### src/rtl/core/srtfd_pkg.sv
package srtfd_pkg;

  // Port widths of the beats
  localparam int DIVIDEND_W = 32;
  localparam int DIVISOR_W  = 16;
  localparam int QUOT_W     = 16;
  localparam int REM_W      = 16;
  localparam int STATUS_W   = 2;

  // Default fraction width N of the divisor
  localparam int DIVISOR_BITS_DEF = 16;

  // Result status codes
  typedef enum logic [STATUS_W-1:0] {
    ST_OK   = 2'd0,
    ST_DIV0 = 2'd1,
    ST_OVF  = 2'd2
  } status_t;

  // Sequencer states of the iterative unit
  typedef enum logic [1:0] {
    S_IDLE,
    S_ITER,
    S_FIX,
    S_DONE
  } srtfd_state_t;

  // Control and status from the iterative unit to the top level
  typedef struct packed {
    logic    idle;
    logic    done;
    status_t status;
  } srtfd_ctl_t;

endpackage

### src/rtl/core/srtfd_core.sv
module srtfd_core #(
  parameter int DIVISOR_BITS = srtfd_pkg::DIVISOR_BITS_DEF
) (
  input  logic                      clk,
  input  logic                      rst_n,
  input  logic                      start,
  input  logic [2*DIVISOR_BITS-1:0] num,
  input  logic [DIVISOR_BITS-1:0]   den,
  input  logic                      ack,
  output srtfd_pkg::srtfd_ctl_t     ctl,
  output logic [DIVISOR_BITS-1:0]   quot,
  output logic [DIVISOR_BITS-1:0]   rem
);
  import srtfd_pkg::*;

  localparam int N  = DIVISOR_BITS;
  localparam int PW = N + 3;               // signed partial remainder width
  localparam int CW = (N > 1) ? $clog2(N) : 1;

  srtfd_state_t   state_r, state_nxt;
  logic [PW-1:0]  p_r, p_nxt;              // partial remainder, two's complement
  logic [N-1:0]   lo_r, lo_nxt;            // dividend bits still to shift in
  logic [N-1:0]   d_r, d_nxt;
  logic [N-1:0]   q_r, q_nxt;
  logic [CW-1:0]  cnt_r, cnt_nxt;
  status_t        st_r, st_nxt;

  // Shared adder: one add or subtract of the divisor per cycle
  logic [PW-1:0]  add_a;
  logic [PW-1:0]  add_b;
  logic           add_sub;
  logic [PW-1:0]  add_sum;
  logic [PW-1:0]  d_ext;

  assign d_ext   = {3'b000, d_r};
  assign add_sum = add_a + (add_sub ? ~add_b : add_b) + {{(PW-1){1'b0}}, add_sub};

  always_ff @(posedge clk) begin
    if (!rst_n) begin
      state_r <= S_IDLE;
    end else begin
      state_r <= state_nxt;
    end
  end

  always_ff @(posedge clk) begin
    p_r   <= p_nxt;
    lo_r  <= lo_nxt;
    d_r   <= d_nxt;
    q_r   <= q_nxt;
    cnt_r <= cnt_nxt;
    st_r  <= st_nxt;
  end

  // Sequencer: load, N non-restoring steps, final correction, hold result (errors go straight to hold)
  always_comb begin
    state_nxt = state_r;
    p_nxt     = p_r;
    lo_nxt    = lo_r;
    d_nxt     = d_r;
    q_nxt     = q_r;
    cnt_nxt   = cnt_r;
    st_nxt    = st_r;
    add_a     = p_r;
    add_b     = d_ext;
    add_sub   = 1'b0;

    case (state_r)
      S_IDLE: begin
        if (start) begin
          d_nxt   = den;
          lo_nxt  = num[N-1:0];
          p_nxt   = {3'b000, num[2*N-1:N]};
          q_nxt   = '0;
          cnt_nxt = CW'(N - 1);
          if (den == '0) begin
            st_nxt    = ST_DIV0;
            p_nxt     = '0;
            state_nxt = S_DONE;
          end else if (num[2*N-1:N] >= den) begin
            st_nxt    = ST_OVF;
            p_nxt     = '0;
            state_nxt = S_DONE;
          end else begin
            st_nxt    = ST_OK;
            state_nxt = S_ITER;
          end
        end
      end
      S_ITER: begin
        // 2P + next bit, then subtract D if P was non-negative, else add D
        add_a   = {p_r[PW-2:0], lo_r[N-1]};
        add_sub = ~p_r[PW-1];
        p_nxt   = add_sum;
        lo_nxt  = {lo_r[N-2:0], 1'b0};
        q_nxt   = {q_r[N-2:0], ~add_sum[PW-1]};
        cnt_nxt = cnt_r - CW'(1);
        if (cnt_r == '0) begin
          state_nxt = S_FIX;
        end
      end
      S_FIX: begin
        // negative last remainder: add the divisor back
        add_b     = p_r[PW-1] ? d_ext : '0;
        p_nxt     = add_sum;
        state_nxt = S_DONE;
      end
      S_DONE: begin
        if (ack) begin
          state_nxt = S_IDLE;
        end
      end
      default: begin
        state_nxt = S_IDLE;
      end
    endcase
  end

  assign ctl.idle   = (state_r == S_IDLE);
  assign ctl.done   = (state_r == S_DONE);
  assign ctl.status = st_r;
  assign quot       = q_r;
  assign rem        = p_r[N-1:0];

endmodule

### src/rtl/core/srt_fraction_divider.sv
// Fractional divider, non-restoring radix-2 with final remainder correction.
// A valid division passes through load, N iteration steps, correction and the result
// register; a zero divisor or an overflow goes from load straight to the result register.
// The sequencer, with its single shared adder, takes a new beat only once the last result has left it.
// A finished result waits in the output register while the next beat is taken.
// Reset (rst_n, synchronous) clears the sequencer and the result valid flag.
module srt_fraction_divider #(
  parameter int DIVISOR_BITS = srtfd_pkg::DIVISOR_BITS_DEF
) (
  input  logic                                clk,
  input  logic                                rst_n,
  input  logic                                in_valid,
  output logic                                in_stall,
  input  logic [srtfd_pkg::DIVIDEND_W-1:0]    in_dividend,
  input  logic [srtfd_pkg::DIVISOR_W-1:0]     in_divisor_value,
  output logic                                out_valid,
  input  logic                                out_stall,
  output logic [srtfd_pkg::QUOT_W-1:0]        out_quotient,
  output logic [srtfd_pkg::REM_W-1:0]         out_remainder,
  output logic [srtfd_pkg::STATUS_W-1:0]      out_status
);
  import srtfd_pkg::*;

  localparam int N = DIVISOR_BITS;

  logic [2*N-1:0] num;
  logic [N-1:0]   den;
  logic [N-1:0]   quot;
  logic [N-1:0]   rem;
  logic [QUOT_W-1:0] quot_w;
  logic [REM_W-1:0]  rem_w;
  srtfd_ctl_t     ctl;
  logic           start;
  logic           ack;

  logic                out_valid_r, out_valid_nxt;
  logic [QUOT_W-1:0]   out_quotient_r;
  logic [REM_W-1:0]    out_remainder_r;
  logic [STATUS_W-1:0] out_status_r;

  // Fit the beat fields to the N-bit datapath
  if (2 * N <= DIVIDEND_W) begin : g_num_cut
    assign num = in_dividend[2*N-1:0];
  end else begin : g_num_ext
    assign num = {{(2*N-DIVIDEND_W){1'b0}}, in_dividend};
  end

  if (N <= DIVISOR_W) begin : g_den_cut
    assign den = in_divisor_value[N-1:0];
  end else begin : g_den_ext
    assign den = {{(N-DIVISOR_W){1'b0}}, in_divisor_value};
  end

  if (N >= QUOT_W) begin : g_q_cut
    assign quot_w = quot[QUOT_W-1:0];
  end else begin : g_q_ext
    assign quot_w = {{(QUOT_W-N){1'b0}}, quot};
  end

  if (N >= REM_W) begin : g_r_cut
    assign rem_w = rem[REM_W-1:0];
  end else begin : g_r_ext
    assign rem_w = {{(REM_W-N){1'b0}}, rem};
  end

  // Input side
  assign in_stall = ~ctl.idle;
  assign start    = in_valid & ~in_stall;

  srtfd_core #(
    .DIVISOR_BITS (DIVISOR_BITS)
  ) u_core (
    .clk   (clk),
    .rst_n (rst_n),
    .start (start),
    .num   (num),
    .den   (den),
    .ack   (ack),
    .ctl   (ctl),
    .quot  (quot),
    .rem   (rem)
  );

  // Output register: load when empty or being drained
  assign ack = ctl.done & (~out_valid_r | ~out_stall);

  always_comb begin
    out_valid_nxt = out_valid_r;
    if (ack) begin
      out_valid_nxt = 1'b1;
    end else if (~out_stall) begin
      out_valid_nxt = 1'b0;
    end
  end

  always_ff @(posedge clk) begin
    if (!rst_n) begin
      out_valid_r <= 1'b0;
    end else begin
      out_valid_r <= out_valid_nxt;
    end
  end

  always_ff @(posedge clk) begin
    if (ack) begin
      out_quotient_r  <= quot_w;
      out_remainder_r <= rem_w;
      out_status_r    <= ctl.status;
    end
  end

  assign out_valid     = out_valid_r;
  assign out_quotient  = out_quotient_r;
  assign out_remainder = out_remainder_r;
  assign out_status    = out_status_r;

endmodule

### config.mk
export PLATFORM = sky130hd
export DESIGN_NAME = srt_fraction_divider
export DESIGN_NICKNAME = d
export VERILOG_FILES = /design/src/rtl/core/srtfd_pkg.sv /design/src/rtl/core/srtfd_core.sv /design/src/rtl/core/srt_fraction_divider.sv
export SDC_FILE = /design/constraint.sdc
export NUM_CORES = 1
export LEC_CHECK = 0
export BUFFER_PORTS_ARGS = -buffer_cell sky130_fd_sc_hd__clkbuf_2
export CAP_MARGIN = 20
export CORE_UTILIZATION = 25
export CTS_CLUSTER_DIAMETER = 200
export DETAILED_ROUTE_END_ITERATION = 12
export MAX_ROUTING_LAYER = met4
export PLACE_DENSITY_LB_ADDON = 0.3
export SYNTH_ARGS = -nofsm -noshare
export SYNTH_HDL_FRONTEND = slang
export SYNTH_SLANG_ARGS = --single-unit
### constraint.sdc
create_clock -name clk -period 4.2 [get_ports clk]
set_input_delay 0.21 -clock clk [delete_from_list [all_inputs] [get_ports clk]]
set_output_delay 0.21 -clock clk [all_outputs]
set_load 0.05 [all_outputs]
After elaboration in Yosys (flattened, before gate mapping)

Cells that the tools add are included.

Flip-flop bits (word level): 110
Bits of input ports: 52
Output and inout bits: 36
Logic and storage cells: 65

Add/subtract/negate cells: 3
Magnitude comparators: 1
Equality and inequality tests: 7
Muxes and demuxes: 24
Bitwise gates (word level): 9
Reductions and logical operators: 10

Operator list:

| cell                | count |
|---|---|
| $mux 19             | 5 |
| $mux 16             | 4 |
| $pmux 16 s2         | 2 |
| $pmux 19 s2         | 1 |
| $add 19x1->19       | 1 |
| $add 19x19->19      | 1 |
| $not 19->19         | 1 |
| $ge 16x16->1        | 1 |
| $logic_not 16->1    | 1 |
| $mux 2              | 6 |
| $ne 2x1->1 const B  | 4 |
| $pmux 2 s4          | 1 |
| $pmux 4 s2          | 1 |
| $reduce_and 2->1    | 3 |
| $not 1->1           | 5 |
| $eq 2x2->1 const B  | 2 |
| $logic_not 4->1     | 1 |
| $mux 4              | 1 |
| $reduce_bool 2->1   | 2 |
| $sub 4x1->4 const B | 1 |
| $mux 1              | 3 |
| $reduce_and 3->1    | 1 |
| $and 1x1->1         | 2 |
| $eq 2x1->1 const B  | 1 |
| 3 further kinds     | 3 |

Logic depth before layout (Yosys ltp)

Depth after elaboration: 8
Gate-level depth with buffers: 16
Gate-level depth less buffers: 14

Cells and area by module

Synthesis repeated with hierarchy kept, for this count alone.

Cells, all modules: 486
Area, all modules: 5983.2 um2

Modules (own cells, without submodules):

| module               | instances | cells each | area each (um2) | seq. area each (um2) |
|---|---|---|---|---|
| srtfd_core           | 1         | 446        | 4913.5          | 2232.1 |
| srt_fraction_divider | 1         | 40         | 1069.8          | 1041.0 |

Worst setup path after synthesis

OpenSTA, ideal clock, no wires.

Kind: flip-flop to flip-flop
Start: reg u_core.state_r[1]
End: reg u_core.cnt_r[0] (enable)
Library setup time: 479 ps
Data arrival time: 3537 ps
Data required time: 3721 ps
Path slack: 183 ps
Stages on the path, launching flop included: 6
Buffers on the path: 1
Period minus slack after synthesis: 4017 ps
Path through: dfxtp_1 -> inv_1 -> ha_1 -> clkbuf_1 -> inv_1 -> o21ai_0

Word-level cells in the longest chain between the ends: 4
Elaborated cells between the ends (all ways): 6
Classes of those cells: eq/ne (2); bitwise (1); reduce/logical (3)

Ends and longest elaborated chain:

| element                      | RTL line                            | source |
|---|---|---|
| start: declaration           | srtfd_core.sv:20                    | `srtfd_state_t state_r, state_nxt;` |
| start signal: assignment     | srtfd_core.sv:42                    | `state_r <= state_nxt;` |
| $logic_not 2->1              | srtfd_core.sv:68, srtfd_core.sv:119 |  |
| $and 1x1->1                  | srt_fraction_divider.sv:68          | `assign start = in_valid & ~in_stall;` |
| $ne 2x1->1 (no line)         | n/a                                 |  |
| $reduce_and 2->1 (no line) * | n/a                                 |  |
| end signal: assignment       | srtfd_core.sv:51                    | `cnt_r <= cnt_nxt;` |
| end: declaration             | srtfd_core.sv:25                    | `logic [CW-1:0] cnt_r, cnt_nxt;` |

Mark *: on every way between the ends. The rest lies on a longest branch, timed or not.
A chain may end at the register's enable or synchronous reset.

Worst setup path in the final report

Start: reg u_core.state_r[0]
End: reg u_core.p_r[18], data pin

Word-level cells in the longest chain between the ends: 7
Elaborated cells between the ends (all ways): 12
Classes of those cells: add/sub (2); eq/ne (2); mux (5); bitwise (1); reduce/logical (2)

Ends and longest elaborated chain:

| element                | RTL line         | source |
|---|---|---|
| $eq 2x2->1             | srtfd_core.sv:68 | `case (state_r)` |
| $mux 19                | srtfd_core.sv:68 |  |
| $not 19->19            | srtfd_core.sv:36 | `assign add_sum = add_a + (add_sub ? ~add_b : add_b) + {{(PW-1){1'b0}}, add_sub};` |
| $mux 19                | srtfd_core.sv:36 |  |
| $add 19x19->19         | srtfd_core.sv:36 |  |
| $add 19x1->19          | srtfd_core.sv:36 |  |
| $pmux 19 s2 *          | srtfd_core.sv:68 |  |
| end signal: assignment | srtfd_core.sv:47 | `p_r <= p_nxt;` |
| end: declaration       | srtfd_core.sv:21 | `logic [PW-1:0] p_r, p_nxt;` |

Marks and branches as above.

==> results.json <==
{
  "p_leak_nw": 2.801,
  "h-tree-depth": 3,
  "power.share.combinational_pct": 55.6,
  "finalWirelength_um": 13540,
  "synth_area_per_cell_um2": 12.77,
  "timing.max_cap.violations": 0,
  "busiest_layer": "met2",
  "grtUsageMet1_pct": 14.94,
  "chipHeight_um": 154.8,
  "global_route_met2_usage_pct": 19.54,
  "min_setup_slack_post_route_ns": 0.4985,
  "grt_max_degree": 47,
  "placementRows": 55,
  "syn_nets": 548,
  "syn_to_final_growth_pct": 20.73,
  "final_antenna_net_count": 0,
  "post-route-drc-count": 0,
  "clk_path_buf_depth": 2,
  "maxClockFrequency_mhz": 270.2,
  "critical_path_class": "register to register",
  "slew_violations": 0,
  "core-area_um2": 22780,
  "synth_enable_flop_cells": 107,
  "worst_setup_path_startpoint": "u_core.state_r[0]$_SDFFE_PN0P_",
  "timing.final.crit_share_pct": 88.13,
  "drive_gt1_share_pct": 27.62,
  "final_area_um2": 7046,
  "finalCoreUtilization_pct": 30.93,
  "rr_worst_depth": 14,
  "grt_first_pass_wirelength_um": 21110,
  "crit-reg2reg-capture": "u_core.p_r[18]$_SDFFCE_PP0P_",
  "placement.setup.worst_slack_ns": 0.4590,
  "postCtsResizedCells": 0,
  "cts_root_buffer": "clkbuf_16",
  "crit_end": "u_core.p_r[18]$_SDFFCE_PP0P_",
  "synth-main-ff-cell": "edfxtp_1",
  "yosysMostFrequentCell": "edfxtp_1",
  "number_of_antenna_violations_at_the_first_check_in_global_routing": 0,
  "placed_cell_area_um2": 6699,
  "synth.area.top_cells": "edfxtp_1 55%, ha_1 8.1%, mux2_2 6.2%",
  "first_global_vias": 3866,
  "worst_ep_required_time_ns": 4.42,
  "gp_congestion": 0.8007,
  "cts_buffers": 9,
  "worst-path-max-fanout": 12,
  "cts_hold_buffers": 0,
  "filler_cell_count": 2322,
  "p_sw_share_pct": 41.90,
  "worstSetupEndpointType": "register",
  "clk_pin_slew_ns": 0.08,
  "mappedNetlistArea_um2": 5836,
  "timing.reg2reg.setup_slack_ns": 0.50,
  "seq_power_share_pct": 30.6,
  "gr-total-overflow": 0,
  "first_pass_iters": 4,
  "rsz0062_at_grt": "no",
  "detailroute.via_count": 3810,
  "clkLatencyLatePin_ns": 0.37,
  "ys_top_cells_by_count": "107 x edfxtp_1, 38 x ha_1, 38 x nand2_1",
  "layout.nets": 640,
  "netlist.top_cell.by_area": "edfxtp_1",
  "synth_largest_type_area_fraction_pct": 55.06,
  "top_level_ports": 88,
  "multi_input_gate_area_um2": 2406,
  "hold_viol_final": 0,
  "max_slew.worst_pin.slew_ns": 0.8111,
  "floorplan.die_area_um2": 23960,
  "placement.io_buffers": 87,
  "first_iter_violations": 266,
  "regArea_um2": 3273,
  "syn-instance-count": 457,
  "share_clk_of_total_power_pct": 13.8,
  "internal-power_mw": 3.735,
  "grtUsageTotal_pct": 12.01,
  "worstHoldPathType": "primary input to register",
  "met3_usage_pct": 2.410,
  "postSynthRegisterBits": 110,
  "headroom_to_the_max_slew_limit_pct": 45.87,
  "post_detailed_route_via_to_cell_ratio": 4.394,
  "finalCriticalPeriod_ns": 3.702,
  "setup_viol": 0,
  "startpoint_type": "register",
  "synth-async-reset-ratio_pct": 0,
  "initial_core_util_pct": 25.62,
  "synth_warnings": 0,
  "fin_hold_ws_ns": 0.05755,
  "ir_drop_mv": 0.3114,
  "cts_setup_buffers": 0,
  "ys_seq_area_share_pct": 56.09,
  "average_wire_per_cell_in_the_routed_design_um": 15.62,
  "outcome": "complete, no violations",
  "net-switching-power_mw": 2.693,
  "die_span_x_um": 154.8,
  "dpl_wire_length_um": 10300,
  "tritoncts": "done",
  "finalSetupTns_ns": 0,
  "cts.sinks": 110,
  "powerDensity_nw_per_um2": 912.4,
  "r2r-start": "u_core.state_r[0]$_SDFFE_PN0P_",
  "fin_skew_ns": 0.01219,
  "n_antenna_cell": 0,
  "yosys.cell_types.count": 54,
  "cp_arrival_ns": 3.92
}
-- power by group through the flow --
stage | Clock, mW | Sequential (mW) | Combinational, mW
6_report | 0.885 | 1.97 | 3.57
5_1_grt | 0.954 | 2.01 | 3.94
4_1_cts | 0.916 | 1.98 | 3.56
3_5_place_dp | 0 | 2.01 | 3.53
3_3_place_gp | 0 | 1.99 | 3.51
2_1_floorplan | 0 | 2.06 | 2.62
-- layout by cell type (no fill, tap or decap), types with 2 or more instances in the layout --
cell         n
a21o_1      13
xnor2_1     28
nor2_1      12
nor3b_1      3
a22o_1      15
nand2b_1     3
a2111oi_0    2
a211oi_1     2
nand3_1      5
clkbuf_16    9
o211ai_1     2
nand2_1     38
o21ai_1      2
edfxtp_1   107
dfxtp_1      3
clkbuf_2    87
nand4_1      3
nor2b_1      6
a31oi_1      5
inv_6        2
and2_1      16
o21a_1       4
o21ai_0      6
nor4_1       6
ha_1        37
buf_4        8
mux2i_1      3
a21oi_1     18
a41oi_1      2
mux2_2      32
xor2_1       5
o21bai_1     2
inv_1       30
a221o_1      2
nand3b_1     2
nor3_1       4
o2bb2ai_1    3
clkinv_8     4
-- critical path, stage by stage, from the launching register on --
cell       delay (ns)
dfxtp_1          0.38
inv_1            0.09
ha_1             0.23
nand2b_1         0.39
nand2_1          0.14
xnor2_1          0.21
inv_1            0.09
fa_1             0.46
nor2b_1          0.17
o2111ai_1        0.19
a31oi_1          0.32
a31o_2           0.24
a41oi_1          0.14
xnor2_1          0.29
mux2i_1          0.22
-- routing by layer --
metal | part of all wire, % | up-vias
met2 | 47 | 86
met3 | 3.8 | 14
met5 | 0 | -
met4 | 1.4 | 0
li1 | - | 1887
met1 | 47 | 1823
-- through the flow --
stage / power [mW] / std cells
2_1_floorplan: 4.682 / 457
3_3_place_gp: 5.501 / 850
3_5_place_dp: 5.539 / 850
4_1_cts: 6.455 / 866
5_1_grt: 6.911 / 867
6_report: 6.428 / 867
-- final cells by class --
| type | instances | area share (%) |
|---|---|---|
| Sequential cell | 110 | 46.46 |
| Multi-Input combinational cell | 301 | 34.15 |
| Timing Repair Buffer | 97 | 7.707 |
| Tap cell | 313 | 5.559 |
| Clock buffer | 9 | 3.197 |
| Inverter | 30 | 1.598 |
| Clock inverter | 7 | 1.332 |
-- registers in the layout, indices dropped and copies added, names as in the netlist --
signal / cells
out_quotient: 16
out_remainder: 16
out_status: 2
out_valid: 1
u_core.cnt_r: 4
u_core.d_r: 16
u_core.lo_r: 16
u_core.p_r: 19
u_core.quot: 16
u_core.st_r: 2
u_core.state_r: 2
-- logic make-up (layout without fill, tap and decap cells) --
| group | count (synthesis) | in the layout | synth area share (%) |
|---|---|---|---|
| DFF | 110 | 110 | 56.09 |
| and+or+nand+nor | 105 | 105 | 9.456 |
| AOI/OAI and AO/OA | 89 | 89 | 11.21 |
| buffers and inverters | 46 | 143 | 3.109 |
| adders and majority gates | 39 | 39 | 8.491 |
| muxes | 35 | 35 | 6.690 |
| xor gates and xnor gates | 33 | 33 | 4.953 |
-- worst min path at each step --
stage,from,to,slack (ns),cells after the start
3_5_place_dp,u_core.st_r[1]$_SDFFCE_PN0P_,out_status[1]$_DFFE_PP_,0.41,0
5_1_grt,in_divisor_value[6],u_core.d_r[6]$_DFFE_PP_,0.05,1
3_3_place_gp,u_core.quot[15]$_SDFFCE_PP0P_,out_quotient[15]$_DFFE_PP_,0.41,0
2_1_floorplan,in_divisor_value[0],u_core.d_r[0]$_DFFE_PP_,0.31,0
4_1_cts,in_divisor_value[7],u_core.d_r[7]$_DFFE_PP_,0.05,1
6_report,in_divisor_value[6],u_core.d_r[6]$_DFFE_PP_,0.06,1
Power figures use the tool's default switching activity.
